File: src/rtl/skdh_pkg.sv
// shared types, constants and helper functions for the sector key derivation core
// sha-256 round constants, salts, block layout constants, command/status structs
// no dependencies
package skdh_pkg;

    // which 512-bit message block the datapath presents to the hash unit
    typedef enum logic [2:0] {
        BK_IPAD = 3'd0,
        BK_OPAD = 3'd1,
        BK_UID  = 3'd2,
        BK_INFO = 3'd3,
        BK_DIG  = 3'd4
    } t_blk;

    // hmac key source
    typedef enum logic [1:0] {
        KS_SALT_A = 2'd0,
        KS_SALT_B = 2'd1,
        KS_PRK_A  = 2'd2,
        KS_PRK_B  = 2'd3
    } t_key;

    // where a finished digest goes
    typedef enum logic [2:0] {
        SV_NONE  = 3'd0,
        SV_INNER = 3'd1,
        SV_PRK_A = 3'd2,
        SV_PRK_B = 3'd3,
        SV_KEY_A = 3'd4,
        SV_KEY_B = 3'd5
    } t_save;

    typedef struct packed {
        logic       accept;
        logic       start;
        logic       init;
        t_blk       blk;
        t_key       key;
        t_save      save;
        logic       emit;
        logic       last;
        logic [5:0] sector;
    } t_dp_cmd;

    typedef struct packed {
        logic done;
        logic out_busy;
    } t_dp_sts;

    localparam logic [31:0] SHA_K [0:63] = '{
        32'h428a2f98, 32'h71374491, 32'hb5c0fbcf, 32'he9b5dba5,
        32'h3956c25b, 32'h59f111f1, 32'h923f82a4, 32'hab1c5ed5,
        32'hd807aa98, 32'h12835b01, 32'h243185be, 32'h550c7dc3,
        32'h72be5d74, 32'h80deb1fe, 32'h9bdc06a7, 32'hc19bf174,
        32'he49b69c1, 32'hefbe4786, 32'h0fc19dc6, 32'h240ca1cc,
        32'h2de92c6f, 32'h4a7484aa, 32'h5cb0a9dc, 32'h76f988da,
        32'h983e5152, 32'ha831c66d, 32'hb00327c8, 32'hbf597fc7,
        32'hc6e00bf3, 32'hd5a79147, 32'h06ca6351, 32'h14292967,
        32'h27b70a85, 32'h2e1b2138, 32'h4d2c6dfc, 32'h53380d13,
        32'h650a7354, 32'h766a0abb, 32'h81c2c92e, 32'h92722c85,
        32'ha2bfe8a1, 32'ha81a664b, 32'hc24b8b70, 32'hc76c51a3,
        32'hd192e819, 32'hd6990624, 32'hf40e3585, 32'h106aa070,
        32'h19a4c116, 32'h1e376c08, 32'h2748774c, 32'h34b0bcb5,
        32'h391c0cb3, 32'h4ed8aa4a, 32'h5b9cca4f, 32'h682e6ff3,
        32'h748f82ee, 32'h78a5636f, 32'h84c87814, 32'h8cc70208,
        32'h90befffa, 32'ha4506ceb, 32'hbef9a3f7, 32'hc67178f2
    };

    localparam logic [31:0] SHA_IV [0:7] = '{
        32'h6a09e667, 32'hbb67ae85, 32'h3c6ef372, 32'ha54ff53a,
        32'h510e527f, 32'h9b05688c, 32'h1f83d9ab, 32'h5be0cd19
    };

    // salts, left aligned in a zero-padded 64-byte key block
    localparam logic [511:0] SALT_A_BLK = {
        200'h536e61706d616b65725f71776572747975696f705b2c2e3b5d, 312'h0
    };
    localparam logic [511:0] SALT_B_BLK = {
        256'h536e61706d616b65725f71776572747975696f705b2c2e3b5d5f317132773365,
        256'h0
    };

    localparam logic [7:0]  IPAD_BYTE    = 8'h36;
    localparam logic [7:0]  OPAD_BYTE    = 8'h5c;
    localparam logic [7:0]  PAD_BYTE     = 8'h80;
    localparam logic [7:0]  INFO_END     = 8'h01;
    localparam logic [31:0] INFO_PREFIX  = 32'h6b65795f;
    localparam logic [7:0]  CH_A         = 8'h61;
    localparam logic [7:0]  CH_B         = 8'h62;
    localparam logic [7:0]  CH_SEP       = 8'h5f;
    localparam logic [7:0]  CH_ZERO      = 8'h30;
    localparam logic [63:0] UID_LEN_BITS = 64'd544;
    localparam logic [63:0] DIG_LEN_BITS = 64'd768;
    localparam logic [63:0] INFO8_BITS   = 64'd576;
    localparam logic [63:0] INFO9_BITS   = 64'd584;

    function automatic logic [31:0] rotr(input logic [31:0] x, input int n);
        rotr = (x >> n) | (x << (32 - n));
    endfunction

    function automatic logic [31:0] big_s0(input logic [31:0] x);
        big_s0 = rotr(x, 2) ^ rotr(x, 13) ^ rotr(x, 22);
    endfunction

    function automatic logic [31:0] big_s1(input logic [31:0] x);
        big_s1 = rotr(x, 6) ^ rotr(x, 11) ^ rotr(x, 25);
    endfunction

    function automatic logic [31:0] sml_s0(input logic [31:0] x);
        sml_s0 = rotr(x, 7) ^ rotr(x, 18) ^ (x >> 3);
    endfunction

    function automatic logic [31:0] sml_s1(input logic [31:0] x);
        sml_s1 = rotr(x, 17) ^ rotr(x, 19) ^ (x >> 10);
    endfunction

    // tens and units of a small sector number, tens in the upper nibble
    function automatic logic [7:0] dec_split(input logic [5:0] s);
        logic [3:0] t;
        logic [5:0] r;
        t = 4'd0;
        r = s;
        for (int i = 0; i < 6; i++) begin
            if (r >= 6'd10) begin
                r = r - 6'd10;
                t = t + 4'd1;
            end
        end
        dec_split = {t, r[3:0]};
    endfunction

endpackage

File: src/rtl/sector_key_derivation_hkdf_core.sv
// top level: per-sector key derivation, hkdf over hmac-sha256
// depends on skdh_pkg, skdh_ctrl, skdh_datapath (which holds skdh_sha_core)
//
//  channel | handshake          | payload
//  --------+--------------------+----------------------------------------------
//  input   | i_valid / o_stall  | i_card_uid[31:0], i_derive_b
//  output  | o_valid / i_stall  | o_sector_index[3:0], o_key_a[47:0],
//          |                    | o_key_b[47:0], o_last_sector
//
// one sha-256 compression is a load, 64 rounds and a feed-forward add;
// one hmac is four compressions; b keys are derived only when i_derive_b is set
// (16 sectors by default); all hmacs share the single round unit, which takes
// one item at a time: o_stall stays high from acceptance until the last sector is
// loaded into the output register
// a result waits in the output register while i_stall is high; the next sector's
// hashing carries on meanwhile
// synchronous active-low reset clears the controller, the hash unit's round
// sequencing and output valid; data registers are not reset
module sector_key_derivation_hkdf_core import skdh_pkg::*; #(
    parameter int NUM_SECTORS = 16,
    parameter int KEY_BYTES   = 6
) (
    input  logic        i_clk,
    input  logic        i_rst_n,
    input  logic        i_valid,
    output logic        o_stall,
    input  logic [31:0] i_card_uid,
    input  logic        i_derive_b,
    output logic        o_valid,
    input  logic        i_stall,
    output logic [3:0]  o_sector_index,
    output logic [47:0] o_key_a,
    output logic [47:0] o_key_b,
    output logic        o_last_sector
);

    // command and status between sequencer and datapath
    t_dp_cmd cmd;
    t_dp_sts sts;

    // sequencer: extract a, optional extract b, then expand per sector
    skdh_ctrl #(
        .NUM_SECTORS (NUM_SECTORS)
    ) u_ctrl (
        .i_clk      (i_clk),
        .i_rst_n    (i_rst_n),
        .i_valid    (i_valid),
        .i_derive_b (i_derive_b),
        .o_stall    (o_stall),
        .o_cmd      (cmd),
        .i_sts      (sts)
    );

    // block builder, hash unit and result register
    skdh_datapath #(
        .KEY_BYTES (KEY_BYTES)
    ) u_dp (
        .i_clk          (i_clk),
        .i_rst_n        (i_rst_n),
        .i_cmd          (cmd),
        .o_sts          (sts),
        .i_card_uid     (i_card_uid),
        .i_stall        (i_stall),
        .o_valid        (o_valid),
        .o_sector_index (o_sector_index),
        .o_key_a        (o_key_a),
        .o_key_b        (o_key_b),
        .o_last_sector  (o_last_sector)
    );

endmodule

File: src/rtl/skdh_sha_core.sv
// sha-256 compression unit, one round per clock
// depends on skdh_pkg
module skdh_sha_core import skdh_pkg::*; (
    input  logic         i_clk,
    input  logic         i_rst_n,
    input  logic         i_start,
    input  logic         i_init,
    input  logic [511:0] i_block,
    output logic         o_done,
    output logic [255:0] o_digest
);

    logic [31:0] r_w [0:15];
    logic [31:0] r_v [0:7];
    logic [31:0] r_h [0:7];
    logic [5:0]  r_rnd;
    logic        r_busy;
    logic        r_fin;
    logic        r_done;

    logic [31:0] t1, t2, w_new;

    always_comb begin
        t1 = r_v[7] + big_s1(r_v[4]) + ((r_v[4] & r_v[5]) ^ (~r_v[4] & r_v[6]))
           + SHA_K[r_rnd] + r_w[0];
        t2 = big_s0(r_v[0]) + ((r_v[0] & r_v[1]) ^ (r_v[0] & r_v[2]) ^ (r_v[1] & r_v[2]));
        w_new = sml_s1(r_w[14]) + r_w[9] + sml_s0(r_w[1]) + r_w[0];
    end

    always_ff @(posedge i_clk) begin
        if (!i_rst_n) begin
            r_busy <= 1'b0;
            r_fin  <= 1'b0;
            r_done <= 1'b0;
            r_rnd  <= 6'd0;
        end else begin
            r_done <= r_fin;
            r_fin  <= r_busy && !i_start && (r_rnd == 6'd63);
            if (i_start) begin
                r_busy <= 1'b1;
                r_rnd  <= 6'd0;
            end else if (r_busy) begin
                r_rnd <= r_rnd + 6'd1;
                if (r_rnd == 6'd63) begin
                    r_busy <= 1'b0;
                end
            end
        end
    end

    always_ff @(posedge i_clk) begin
        if (i_start) begin
            for (int i = 0; i < 16; i++) r_w[i] <= i_block[511 - 32*i -: 32];
            for (int i = 0; i < 8; i++) begin
                r_v[i] <= i_init ? SHA_IV[i] : r_h[i];
                if (i_init) r_h[i] <= SHA_IV[i];
            end
        end else if (r_busy) begin
            for (int i = 0; i < 15; i++) r_w[i] <= r_w[i+1];
            r_w[15] <= w_new;
            for (int i = 1; i < 8; i++) r_v[i] <= r_v[i-1];
            r_v[4] <= r_v[3] + t1;
            r_v[0] <= t1 + t2;
        end else if (r_fin) begin
            for (int i = 0; i < 8; i++) r_h[i] <= r_h[i] + r_v[i];
        end
    end

    assign o_done   = r_done;
    assign o_digest = {r_h[0], r_h[1], r_h[2], r_h[3], r_h[4], r_h[5], r_h[6], r_h[7]};

endmodule

File: src/rtl/skdh_datapath.sv
// datapath: message block builder, hash unit, key and result registers
// depends on skdh_pkg and skdh_sha_core
module skdh_datapath import skdh_pkg::*; #(
    parameter int KEY_BYTES = 6
) (
    input  logic        i_clk,
    input  logic        i_rst_n,
    input  t_dp_cmd     i_cmd,
    output t_dp_sts     o_sts,
    input  logic [31:0] i_card_uid,
    input  logic        i_stall,
    output logic        o_valid,
    output logic [3:0]  o_sector_index,
    output logic [47:0] o_key_a,
    output logic [47:0] o_key_b,
    output logic        o_last_sector
);

    localparam int KEEP      = (KEY_BYTES > 6) ? 6 : KEY_BYTES;
    localparam int KEY_SHIFT = 8 * (6 - KEEP);

    logic [31:0]  r_uid;
    logic [255:0] r_prk_a, r_prk_b, r_inner;
    logic [47:0]  r_ka, r_kb;
    logic [47:0]  r_o_ka, r_o_kb;
    logic [3:0]   r_o_idx;
    logic         r_o_last;
    logic         r_ovalid;

    logic [511:0] key_blk, blk;
    logic [7:0]   digs;
    logic [7:0]   letter;
    logic [79:0]  info;
    logic [63:0]  info_len;
    logic         sha_done;
    logic [255:0] digest;
    logic [47:0]  trim;

    always_comb begin
        case (i_cmd.key)
            KS_SALT_A: key_blk = SALT_A_BLK;
            KS_SALT_B: key_blk = SALT_B_BLK;
            KS_PRK_A:  key_blk = {r_prk_a, 256'h0};
            KS_PRK_B:  key_blk = {r_prk_b, 256'h0};
            default:   key_blk = '0;
        endcase

        digs   = dec_split(i_cmd.sector);
        letter = (i_cmd.key == KS_PRK_B) ? CH_B : CH_A;
        if (digs[7:4] == 4'd0) begin
            info     = {INFO_PREFIX, letter, CH_SEP, CH_ZERO + {4'h0, digs[3:0]},
                        INFO_END, PAD_BYTE, 8'h00};
            info_len = INFO8_BITS;
        end else begin
            info     = {INFO_PREFIX, letter, CH_SEP, CH_ZERO + {4'h0, digs[7:4]},
                        CH_ZERO + {4'h0, digs[3:0]}, INFO_END, PAD_BYTE};
            info_len = INFO9_BITS;
        end

        case (i_cmd.blk)
            BK_IPAD: blk = key_blk ^ {64{IPAD_BYTE}};
            BK_OPAD: blk = key_blk ^ {64{OPAD_BYTE}};
            BK_UID:  blk = {r_uid, PAD_BYTE, 408'h0, UID_LEN_BITS};
            BK_INFO: blk = {info, 368'h0, info_len};
            BK_DIG:  blk = {r_inner, PAD_BYTE, 184'h0, DIG_LEN_BITS};
            default: blk = '0;
        endcase
    end

    skdh_sha_core u_sha (
        .i_clk    (i_clk),
        .i_rst_n  (i_rst_n),
        .i_start  (i_cmd.start),
        .i_init   (i_cmd.init),
        .i_block  (blk),
        .o_done   (sha_done),
        .o_digest (digest)
    );

    // first key bytes, right aligned when fewer than six are kept
    assign trim = digest[255 -: 48] >> KEY_SHIFT;

    always_ff @(posedge i_clk) begin
        if (i_cmd.accept) begin
            r_uid <= i_card_uid;
            r_kb  <= 48'h0;
        end
        case (i_cmd.save)
            SV_INNER: r_inner <= digest;
            SV_PRK_A: r_prk_a <= digest;
            SV_PRK_B: r_prk_b <= digest;
            SV_KEY_A: r_ka    <= trim;
            SV_KEY_B: r_kb    <= trim;
            default: ;
        endcase
        if (i_cmd.emit) begin
            r_o_idx  <= i_cmd.sector[3:0];
            r_o_ka   <= r_ka;
            r_o_kb   <= r_kb;
            r_o_last <= i_cmd.last;
        end
    end

    always_ff @(posedge i_clk) begin
        if (!i_rst_n) begin
            r_ovalid <= 1'b0;
        end else if (i_cmd.emit) begin
            r_ovalid <= 1'b1;
        end else if (r_ovalid && !i_stall) begin
            r_ovalid <= 1'b0;
        end
    end

    assign o_sts.done     = sha_done;
    assign o_sts.out_busy = r_ovalid && i_stall;

    assign o_valid        = r_ovalid;
    assign o_sector_index = r_o_idx;
    assign o_key_a        = r_o_ka;
    assign o_key_b        = r_o_kb;
    assign o_last_sector  = r_o_last;

endmodule

File: src/rtl/skdh_ctrl.sv
// controller: sequences hmac steps for extract and per-sector expand
// depends on skdh_pkg
module skdh_ctrl import skdh_pkg::*; #(
    parameter int NUM_SECTORS = 16
) (
    input  logic    i_clk,
    input  logic    i_rst_n,
    input  logic    i_valid,
    input  logic    i_derive_b,
    output logic    o_stall,
    output t_dp_cmd o_cmd,
    input  t_dp_sts i_sts
);

    localparam int SW = (NUM_SECTORS > 1) ? $clog2(NUM_SECTORS) : 1;
    localparam logic [SW-1:0] LAST_SEC = SW'(NUM_SECTORS - 1);

    typedef enum logic [4:0] {
        S_IDLE  = 5'b00001,
        S_ISSUE = 5'b00010,
        S_WAIT  = 5'b00100,
        S_NEXT  = 5'b01000,
        S_EMIT  = 5'b10000
    } t_state;

    typedef enum logic [1:0] {
        JB_EXT_A = 2'd0,
        JB_EXT_B = 2'd1,
        JB_EXP_A = 2'd2,
        JB_EXP_B = 2'd3
    } t_job;

    t_state        r_state, n_state;
    t_job          r_job, n_job;
    logic [1:0]    r_step, n_step;
    logic [SW-1:0] r_sec, n_sec;
    logic          r_want_b, n_want_b;
    t_key          key;
    t_save         dest;

    always_comb begin
        case (r_job)
            JB_EXT_A: begin key = KS_SALT_A; dest = SV_PRK_A; end
            JB_EXT_B: begin key = KS_SALT_B; dest = SV_PRK_B; end
            JB_EXP_A: begin key = KS_PRK_A;  dest = SV_KEY_A; end
            JB_EXP_B: begin key = KS_PRK_B;  dest = SV_KEY_B; end
            default:  begin key = KS_SALT_A; dest = SV_NONE;  end
        endcase
    end

    always_comb begin
        n_state  = r_state;
        n_job    = r_job;
        n_step   = r_step;
        n_sec    = r_sec;
        n_want_b = r_want_b;

        o_cmd        = '0;
        o_cmd.key    = key;
        o_cmd.blk    = BK_IPAD;
        o_cmd.save   = SV_NONE;
        o_cmd.sector = 6'(r_sec);

        case (r_state)
            S_IDLE: begin
                o_cmd.accept = i_valid;
                if (i_valid) begin
                    n_want_b = i_derive_b;
                    n_job    = JB_EXT_A;
                    n_step   = 2'd0;
                    n_sec    = '0;
                    n_state  = S_ISSUE;
                end
            end
            S_ISSUE: begin
                o_cmd.start = 1'b1;
                o_cmd.init  = (r_step == 2'd0) || (r_step == 2'd2);
                case (r_step)
                    2'd0:    o_cmd.blk = BK_IPAD;
                    2'd1:    o_cmd.blk = (r_job == JB_EXT_A || r_job == JB_EXT_B)
                                         ? BK_UID : BK_INFO;
                    2'd2:    o_cmd.blk = BK_OPAD;
                    default: o_cmd.blk = BK_DIG;
                endcase
                n_state = S_WAIT;
            end
            S_WAIT: begin
                if (i_sts.done) n_state = S_NEXT;
            end
            S_NEXT: begin
                if (r_step == 2'd1)      o_cmd.save = SV_INNER;
                else if (r_step == 2'd3) o_cmd.save = dest;
                if (r_step != 2'd3) begin
                    n_step  = r_step + 2'd1;
                    n_state = S_ISSUE;
                end else begin
                    n_step  = 2'd0;
                    n_state = S_ISSUE;
                    case (r_job)
                        JB_EXT_A: n_job = r_want_b ? JB_EXT_B : JB_EXP_A;
                        JB_EXT_B: n_job = JB_EXP_A;
                        JB_EXP_A: begin
                            if (r_want_b) n_job = JB_EXP_B;
                            else          n_state = S_EMIT;
                        end
                        default:  n_state = S_EMIT;
                    endcase
                end
            end
            S_EMIT: begin
                if (!i_sts.out_busy) begin
                    o_cmd.emit = 1'b1;
                    o_cmd.last = (r_sec == LAST_SEC);
                    if (r_sec == LAST_SEC) begin
                        n_state = S_IDLE;
                    end else begin
                        n_sec   = r_sec + SW'(1);
                        n_job   = JB_EXP_A;
                        n_step  = 2'd0;
                        n_state = S_ISSUE;
                    end
                end
            end
            default: n_state = S_IDLE;
        endcase
    end

    always_ff @(posedge i_clk) begin
        if (!i_rst_n) begin
            r_state  <= S_IDLE;
            r_job    <= JB_EXT_A;
            r_step   <= 2'd0;
            r_sec    <= '0;
            r_want_b <= 1'b0;
        end else begin
            r_state  <= n_state;
            r_job    <= n_job;
            r_step   <= n_step;
            r_sec    <= n_sec;
            r_want_b <= n_want_b;
        end
    end

    assign o_stall = (r_state != S_IDLE);

endmodule
File: config.mk
export PLATFORM = sky130hd
export DESIGN_NAME = sector_key_derivation_hkdf_core
export DESIGN_NICKNAME = d
export VERILOG_FILES = /design/src/rtl/skdh_pkg.sv /design/src/rtl/sector_key_derivation_hkdf_core.sv /design/src/rtl/skdh_sha_core.sv /design/src/rtl/skdh_datapath.sv /design/src/rtl/skdh_ctrl.sv
export SDC_FILE = /design/constraint.sdc
export NUM_CORES = 2
export LEC_CHECK = 0
export ABC_AREA = 1
export BUFFER_PORTS_ARGS = -buffer_cell sky130_fd_sc_hd__buf_2
export CAP_MARGIN = 15
export CORE_MARGIN = 2
export CORE_UTILIZATION = 59
export CTS_CLUSTER_DIAMETER = 80
export DETAILED_ROUTE_END_ITERATION = 10
export GPL_TIMING_DRIVEN = 0
export PLACE_DENSITY = 0.75
export REMOVE_ABC_BUFFERS = 1
export SKIP_LAST_GASP = 1
export SLEW_MARGIN = 0
export SYNTH_ARGS = -nofsm -noshare
export SYNTH_HDL_FRONTEND = slang
export SYNTH_SLANG_ARGS = --single-unit
File: constraint.sdc
create_clock -name i_clk -period 32.7 [get_ports i_clk]
set_clock_uncertainty 0.1 [all_clocks]
set_input_delay 1.635 -clock i_clk [delete_from_list [all_inputs] [get_ports i_clk]]
set_output_delay 1.635 -clock i_clk [all_outputs]
set_load 0.05 [all_outputs]
# Yosys cells after proc, flatten, opt, wreduce, memory -nomap -nowiden
# Memories as Yosys holds them, arrays and structs flattened.
# Index checks and enable logic that the tools add are counted.
word_totals:
  ramBits: 1024
  mem_bits_ro: 2048
  wordCells: 303
  regBits: 1021
  in_bits: 37
  out_inout_bits: 103
  memories: 4
classes:
  n_bitwise: 65
  reduce_logical: 25
  eq_ne: 34
  add_sub_neg: 34
  n_lt_le_gt_ge: 7
  muxes: 114
memory_table:
  columns: ["memory", "words", "width", "rd", "rd_clocked_by_memory_dff", "wr", "line_no", "text"]
  rows:
  - ["(name not given)", 64, 32, 1, 0, 0, "skdh_sha_core.sv:25", "+ SHA_K[r_rnd] + r_w[0];"]
  - ["u_dp.u_sha.r_w", 16, 32, 16, 0, 16, "skdh_sha_core.sv:13", "logic [31:0] r_w [0:15];"]
  - ["u_dp.u_sha.r_h", 8, 32, 8, 0, 8, "skdh_sha_core.sv:15", "logic [31:0] r_h [0:7];"]
  - ["u_dp.u_sha.r_v", 8, 32, 8, 0, 8, "skdh_sha_core.sv:14", "logic [31:0] r_v [0:7];"]
op_table:
  columns: ["operator", "n"]
  rows:
  - ["$pmux W512 S5", 1]
  - ["$pmux W512 S4", 1]
  - ["$mux W32", 44]
  - ["$add A32 B32 Y32", 18]
  - ["$not A256 Y256", 2]
  - ["$xor A32 B32 Y32", 9]
  - ["$and A32 B32 Y32", 5]
  - ["$mux W48", 2]
  - ["$mux W4", 10]
  - ["$or A1 B1 Y1", 33]
  - ["$not A32 Y32", 1]
  - ["$or A10 B32 Y32", 1]
  - ["$or A13 B32 Y32", 1]
  - ["$or A14 B32 Y32", 1]
  - ["$or A15 B32 Y32", 1]
  - ["$or A19 B32 Y32", 1]
  - ["$or A21 B32 Y32", 1]
  - ["$or A25 B32 Y32", 1]
  - ["$or A26 B32 Y32", 1]
  - ["$or A30 B32 Y32", 1]
  - ["$or A7 B32 Y32", 1]
  - ["$xor A32 B22 Y32", 1]
  - ["$xor A32 B29 Y32", 1]
  - ["$ge A6 B4 Y1 const B", 5]
  - ["54 further kinds", 136]

# Depth between registers and ports, before layout
depth:
  word_depth: 16
  ltp_mapped: 46
  depth_no_buf: 45

# Modules after synthesis
# A second synthesis with hierarchy kept.
hier_totals:
  hier_cells: 11432
  hier_area_um2: 112014.9
modules_own_cells:
  columns: ["mod", "seq_area_each_um2", "cells_per_inst", "instances", "area_each_um2"]
  rows:
  - ["skdh_sha_core", 30929.7, 8712, 1, 72721.0]
  - ["skdh_datapath", 29958.7, 2570, 1, 38283.0]
  - ["skdh_ctrl", 280.3, 150, 1, 1011.0]

# Worst setup path before layout
# OpenSTA, ideal clock, no wires.
synth_timing:
  kind: "reg-to-reg"
  start: "reg u_ctrl.r_job[1]"
  end: "reg u_dp.r_inner[0] (enable)"
  stages_incl_launch_ff: 11
  required_ns: 31.097
  period_less_slack_ns: 27.863
  setup_time_ns: 1.503
  n_path_buf: 4
  t_arrival_ns: 26.260
  setup_slack_ns: 4.837
  cell_sequence: "dfxtp_1 -> clkbuf_1 -> clkinv_1 -> clkbuf_1 -> buf_1 -> ha_1 -> clkbuf_1 -> a21oi_1 -> inv_1 -> nor2_1 -> nor4_1"
synth_between:
  elab_chain_len: 6
  word_cells_on_any_way: 9
  classes_between: "4 x eq/ne; 4 x mux; 1 x reduce/logical"
synth_rtl:
  columns: ["element", "line_no", "text"]
  rows:
  - ["start: declaration", "skdh_ctrl.sv:34", "t_job r_job, n_job;"]
  - ["start signal: assignment", "skdh_ctrl.sv:137", "r_job <= n_job;"]
  - ["$eq A2 B2 Y1, or another cell as far along", "skdh_ctrl.sv:42", "case (r_job)"]
  - ["$pmux W3 S4 *", "skdh_ctrl.sv:42", null]
  - ["$mux W3 *", "skdh_ctrl.sv:92", "else if (r_step == 2'd3) o_cmd.save = dest;"]
  - ["$mux W3 *", "skdh_ctrl.sv:91", "if (r_step == 2'd1) o_cmd.save = SV_INNER;"]
  - ["$mux W3 *", "skdh_ctrl.sv:64", "case (r_state)"]
  - ["$eq A3 B1 Y1 *", "skdh_datapath.sv:88", "case (i_cmd.save)"]
  - ["end signal: assignment", "skdh_datapath.sv:89", "SV_INNER: r_inner <= digest;"]
  - ["end: declaration", "skdh_datapath.sv:23", "logic [255:0] r_prk_a, r_prk_b, r_inner;"]
# Every way passes the cells marked *; elsewhere a longest branch is shown, timed or not.
# A chain may end at the register's enable or synchronous reset.

==> impl_metrics.toml <==
[job]
drv_cap = 0

[sta]
max_freq_mhz = 85.5
rsz0062_at_grt = "false"
period_share_pct = 35.8
postLayoutSetupSlackWorst_ns = 21.00
slew_violations = 0
setup_tns_ns = 0
hold_violations = 0
post-route-min-period_ns = 11.70
setup-violations-final = 0
tightest_slew_ns = 1.39
maxSlewHeadroom_pct = 6.84

[synth]
synthArstFlopShare_pct = 0
synth_cell_types = 70
syn-instance-count = 10140
synth-seq-cells = 2045
avgSynthCellArea_um2 = 10.5
synth_edf_count = 2021
yosys_warnings = 0
synth_ff_type = "edfxtp_1"
yosysSeqAreaShare_pct = 57.3
syn_area_um2 = 107000

[placed_design]
routabilityCongestion = 0.994
io_buffers = 139
post-place-ws_ns = 21.23
hpwl_mm = 252

[finish]
drive_gt1_share_pct = 7.88
fillers = 13489
area_growth_pct = 11.9
multi_input_area_um2 = 40800
regArea_um2 = 61200
nNetsFinal = 10897

[worst_setup_path]
required_ns = 33.20
worstPathArrival_ns = 12.20
crit_fanout = 13
cp_slowest_cell = "dfxtp_1"
crit_path_end_kind = "flip-flop"
path_class = "flip-flop to flip-flop"
worstSetupStartpointType = "flip-flop"
slowest_delay_ns = 0.84
reg2reg_depth = 37

[status]
status = "finished, violations left"
violations = "design-rule violations"

[cts]
cts_hold_buffers = 0
path_clk_slew_ns = 0.06
ctsHtreeMaxLevel = 4
cts_max_path_buffers = 3
postCtsSetupRepairBufs = 0
cts_tree = "yes"
clock_sinks = 2045
cts_resized = 0
cts_root_buffer = "clkbuf_16"
cts_buffers = 210
clk_latency_ns = 0.91

[grt]
grt_max_degree = 144
grt_pass1_wl_mm = 511
grt_overflow = 0
grt_pass1_vias = 77306
grt_usage_pct = 37.8
antenna_found_initial = 9

[min_path]
hold_class = "flip-flop to flip-flop"
min_path_cells = 0

[drt]
first_pass_iters = 11
routed_wl_mm = 354
ant_nets = 0
drcViolationCount = 11
vias = 81725
drt-initial-drc-count = 10790
avgRoutedWirePerCell_um = 27.7
viasPerCell = 6.39

[floorplanning]
io_pins = 140
num_rows = 156
core_area_um2 = 180000
dieHeight_um = 429
start_util_pct = 59.2
die_area_um2 = 184000
die-width_um = 429
cells in the mapped netlist (40+ instances only):
cell type  number  area (um^2)
o21ai_0       845         4230
ha_1          428         5360
inv_1         814         3060
fa_1          197         3940
nand3_1       300         1500
a21oi_1       840         4200
nor2_1        447         1680
buf_1          40          150
clkbuf_1      434         1630
a22o_1        190         1660
nand2_1      2395         8990
a32o_1         48          480
nor3_1         52          260
o21a_1         57          428
a22oi_1        43          323
xor2_1        208         1820
edfxtp_1     2021        60700
xnor2_1       194         1700
a31oi_1        42          263
or2_2          52          325
state kept, by name, indices dropped and copies added, names as in the netlist, 5 cells and up:
register / flops
u_dp.r_kb: 48
u_dp.u_sha.r_h: 256
u_dp.u_sha.r_w: 512
u_dp.o_key_b: 48
u_dp.o_key_a: 48
u_dp.r_prk_b: 256
u_dp.r_uid: 32
u_dp.r_inner: 256
u_dp.r_ka: 48
u_dp.u_sha.r_rnd: 6
u_ctrl.r_state: 5
u_dp.u_sha.r_v: 256
u_dp.r_prk_a: 256
worst paths after layout:
kind                       startpoint                    end  slack, ns
setup / recovery  u_dp.u_sha.r_rnd[1]  u_dp.u_sha.r_v[0][31]      21.00
hold / removal          u_dp.r_ka[34]       u_dp.o_key_a[34]       0.30
setup reg to reg  u_dp.u_sha.r_rnd[1]  u_dp.u_sha.r_v[0][31]      21.00
hold reg to reg         u_dp.r_ka[34]       u_dp.o_key_a[34]       0.30
area by class of cell:
class | count | share of cell area [%]
diodes | 5 | 0.0105
multi-input cells | 6783 | 34.2
flip-flops and latches | 2045 | 51.2
well taps | 2370 | 2.48
inverters | 830 | 2.65
clock buffers | 253 | 4.56
clock inverters | 133 | 1.36
repair buffers | 365 | 3.58
routing by layer:
metal | routed length (um) | global-route usage [%] | vias to the layer above
met2 | 152000 | 55.2 | 5158
li1 | - | - | 35794
met3 | 44400 | 9.93 | 996
met4 | 25300 | 23.2 | 8
met1 | 132000 | 50.6 | 39769
met5 | 54 | 0 | -
worst max-delay path: cells and delay by family, from the launching register on:
kind,cells,cell delay (ns)
compound gates,15,3.27
xor+xnor,2,0.84
fa+ha+maj,7,3.43
buf+inv,5,1.58
flops,1,0.84
simple gates,8,1.37
logic make-up after synthesis:
group           count (synthesis)  share of synthesized area [%]
buf+inv                      1312                           4.64
flops                        2045                           57.3
fa+ha+maj                     629                           8.75
xor+xnor                      404                           3.33
simple gates                 3347                           12.6
compound gates               2403                           13.4
metrics by stage:
| stage | hold WS [ns] | utilization (%) | cells | instance area [um^2] |
|---|---|---|---|---|
| finish | 0.301 | 66.3 | 12784 | 120000 |
| global route | 0.317 | 66.3 | 12779 | 120000 |
| CTS | 0.308 | 66.2 | 12774 | 119000 |
| detailed placement | 0.305 | 62.3 | 12388 | 112000 |
| global placement | 0.302 | 60.2 | 12167 | 109000 |
| floorplan | 0.300 | - | 9658 | 105000 |
placed cells by master (no fill, tap or decap), types with 57 or more instances in the layout:
| cell type | netlist | final |
|---|---|---|
| xor2_1 | 208 | 208 |
| nand2_1 | 2395 | 2391 |
| edfxtp_1 | 2021 | 2021 |
| fa_1 | 197 | 197 |
| o21ai_0 | 845 | 845 |
| o21a_1 | 57 | 57 |
| nand3_1 | 300 | 300 |
| buf_2 | 6 | 140 |
| clkbuf_16 | 0 | 211 |
| a22o_1 | 190 | 190 |
| a21oi_1 | 840 | 839 |
| buf_12 | 0 | 61 |
| buf_4 | 0 | 74 |
| xnor2_1 | 194 | 194 |
| ha_1 | 428 | 425 |
| nor2_1 | 447 | 436 |
| inv_1 | 814 | 808 |
Power is left out: the tool's default activity adds up to more than one toggle a clock period on the data nets, which glitch-free logic cannot reach.
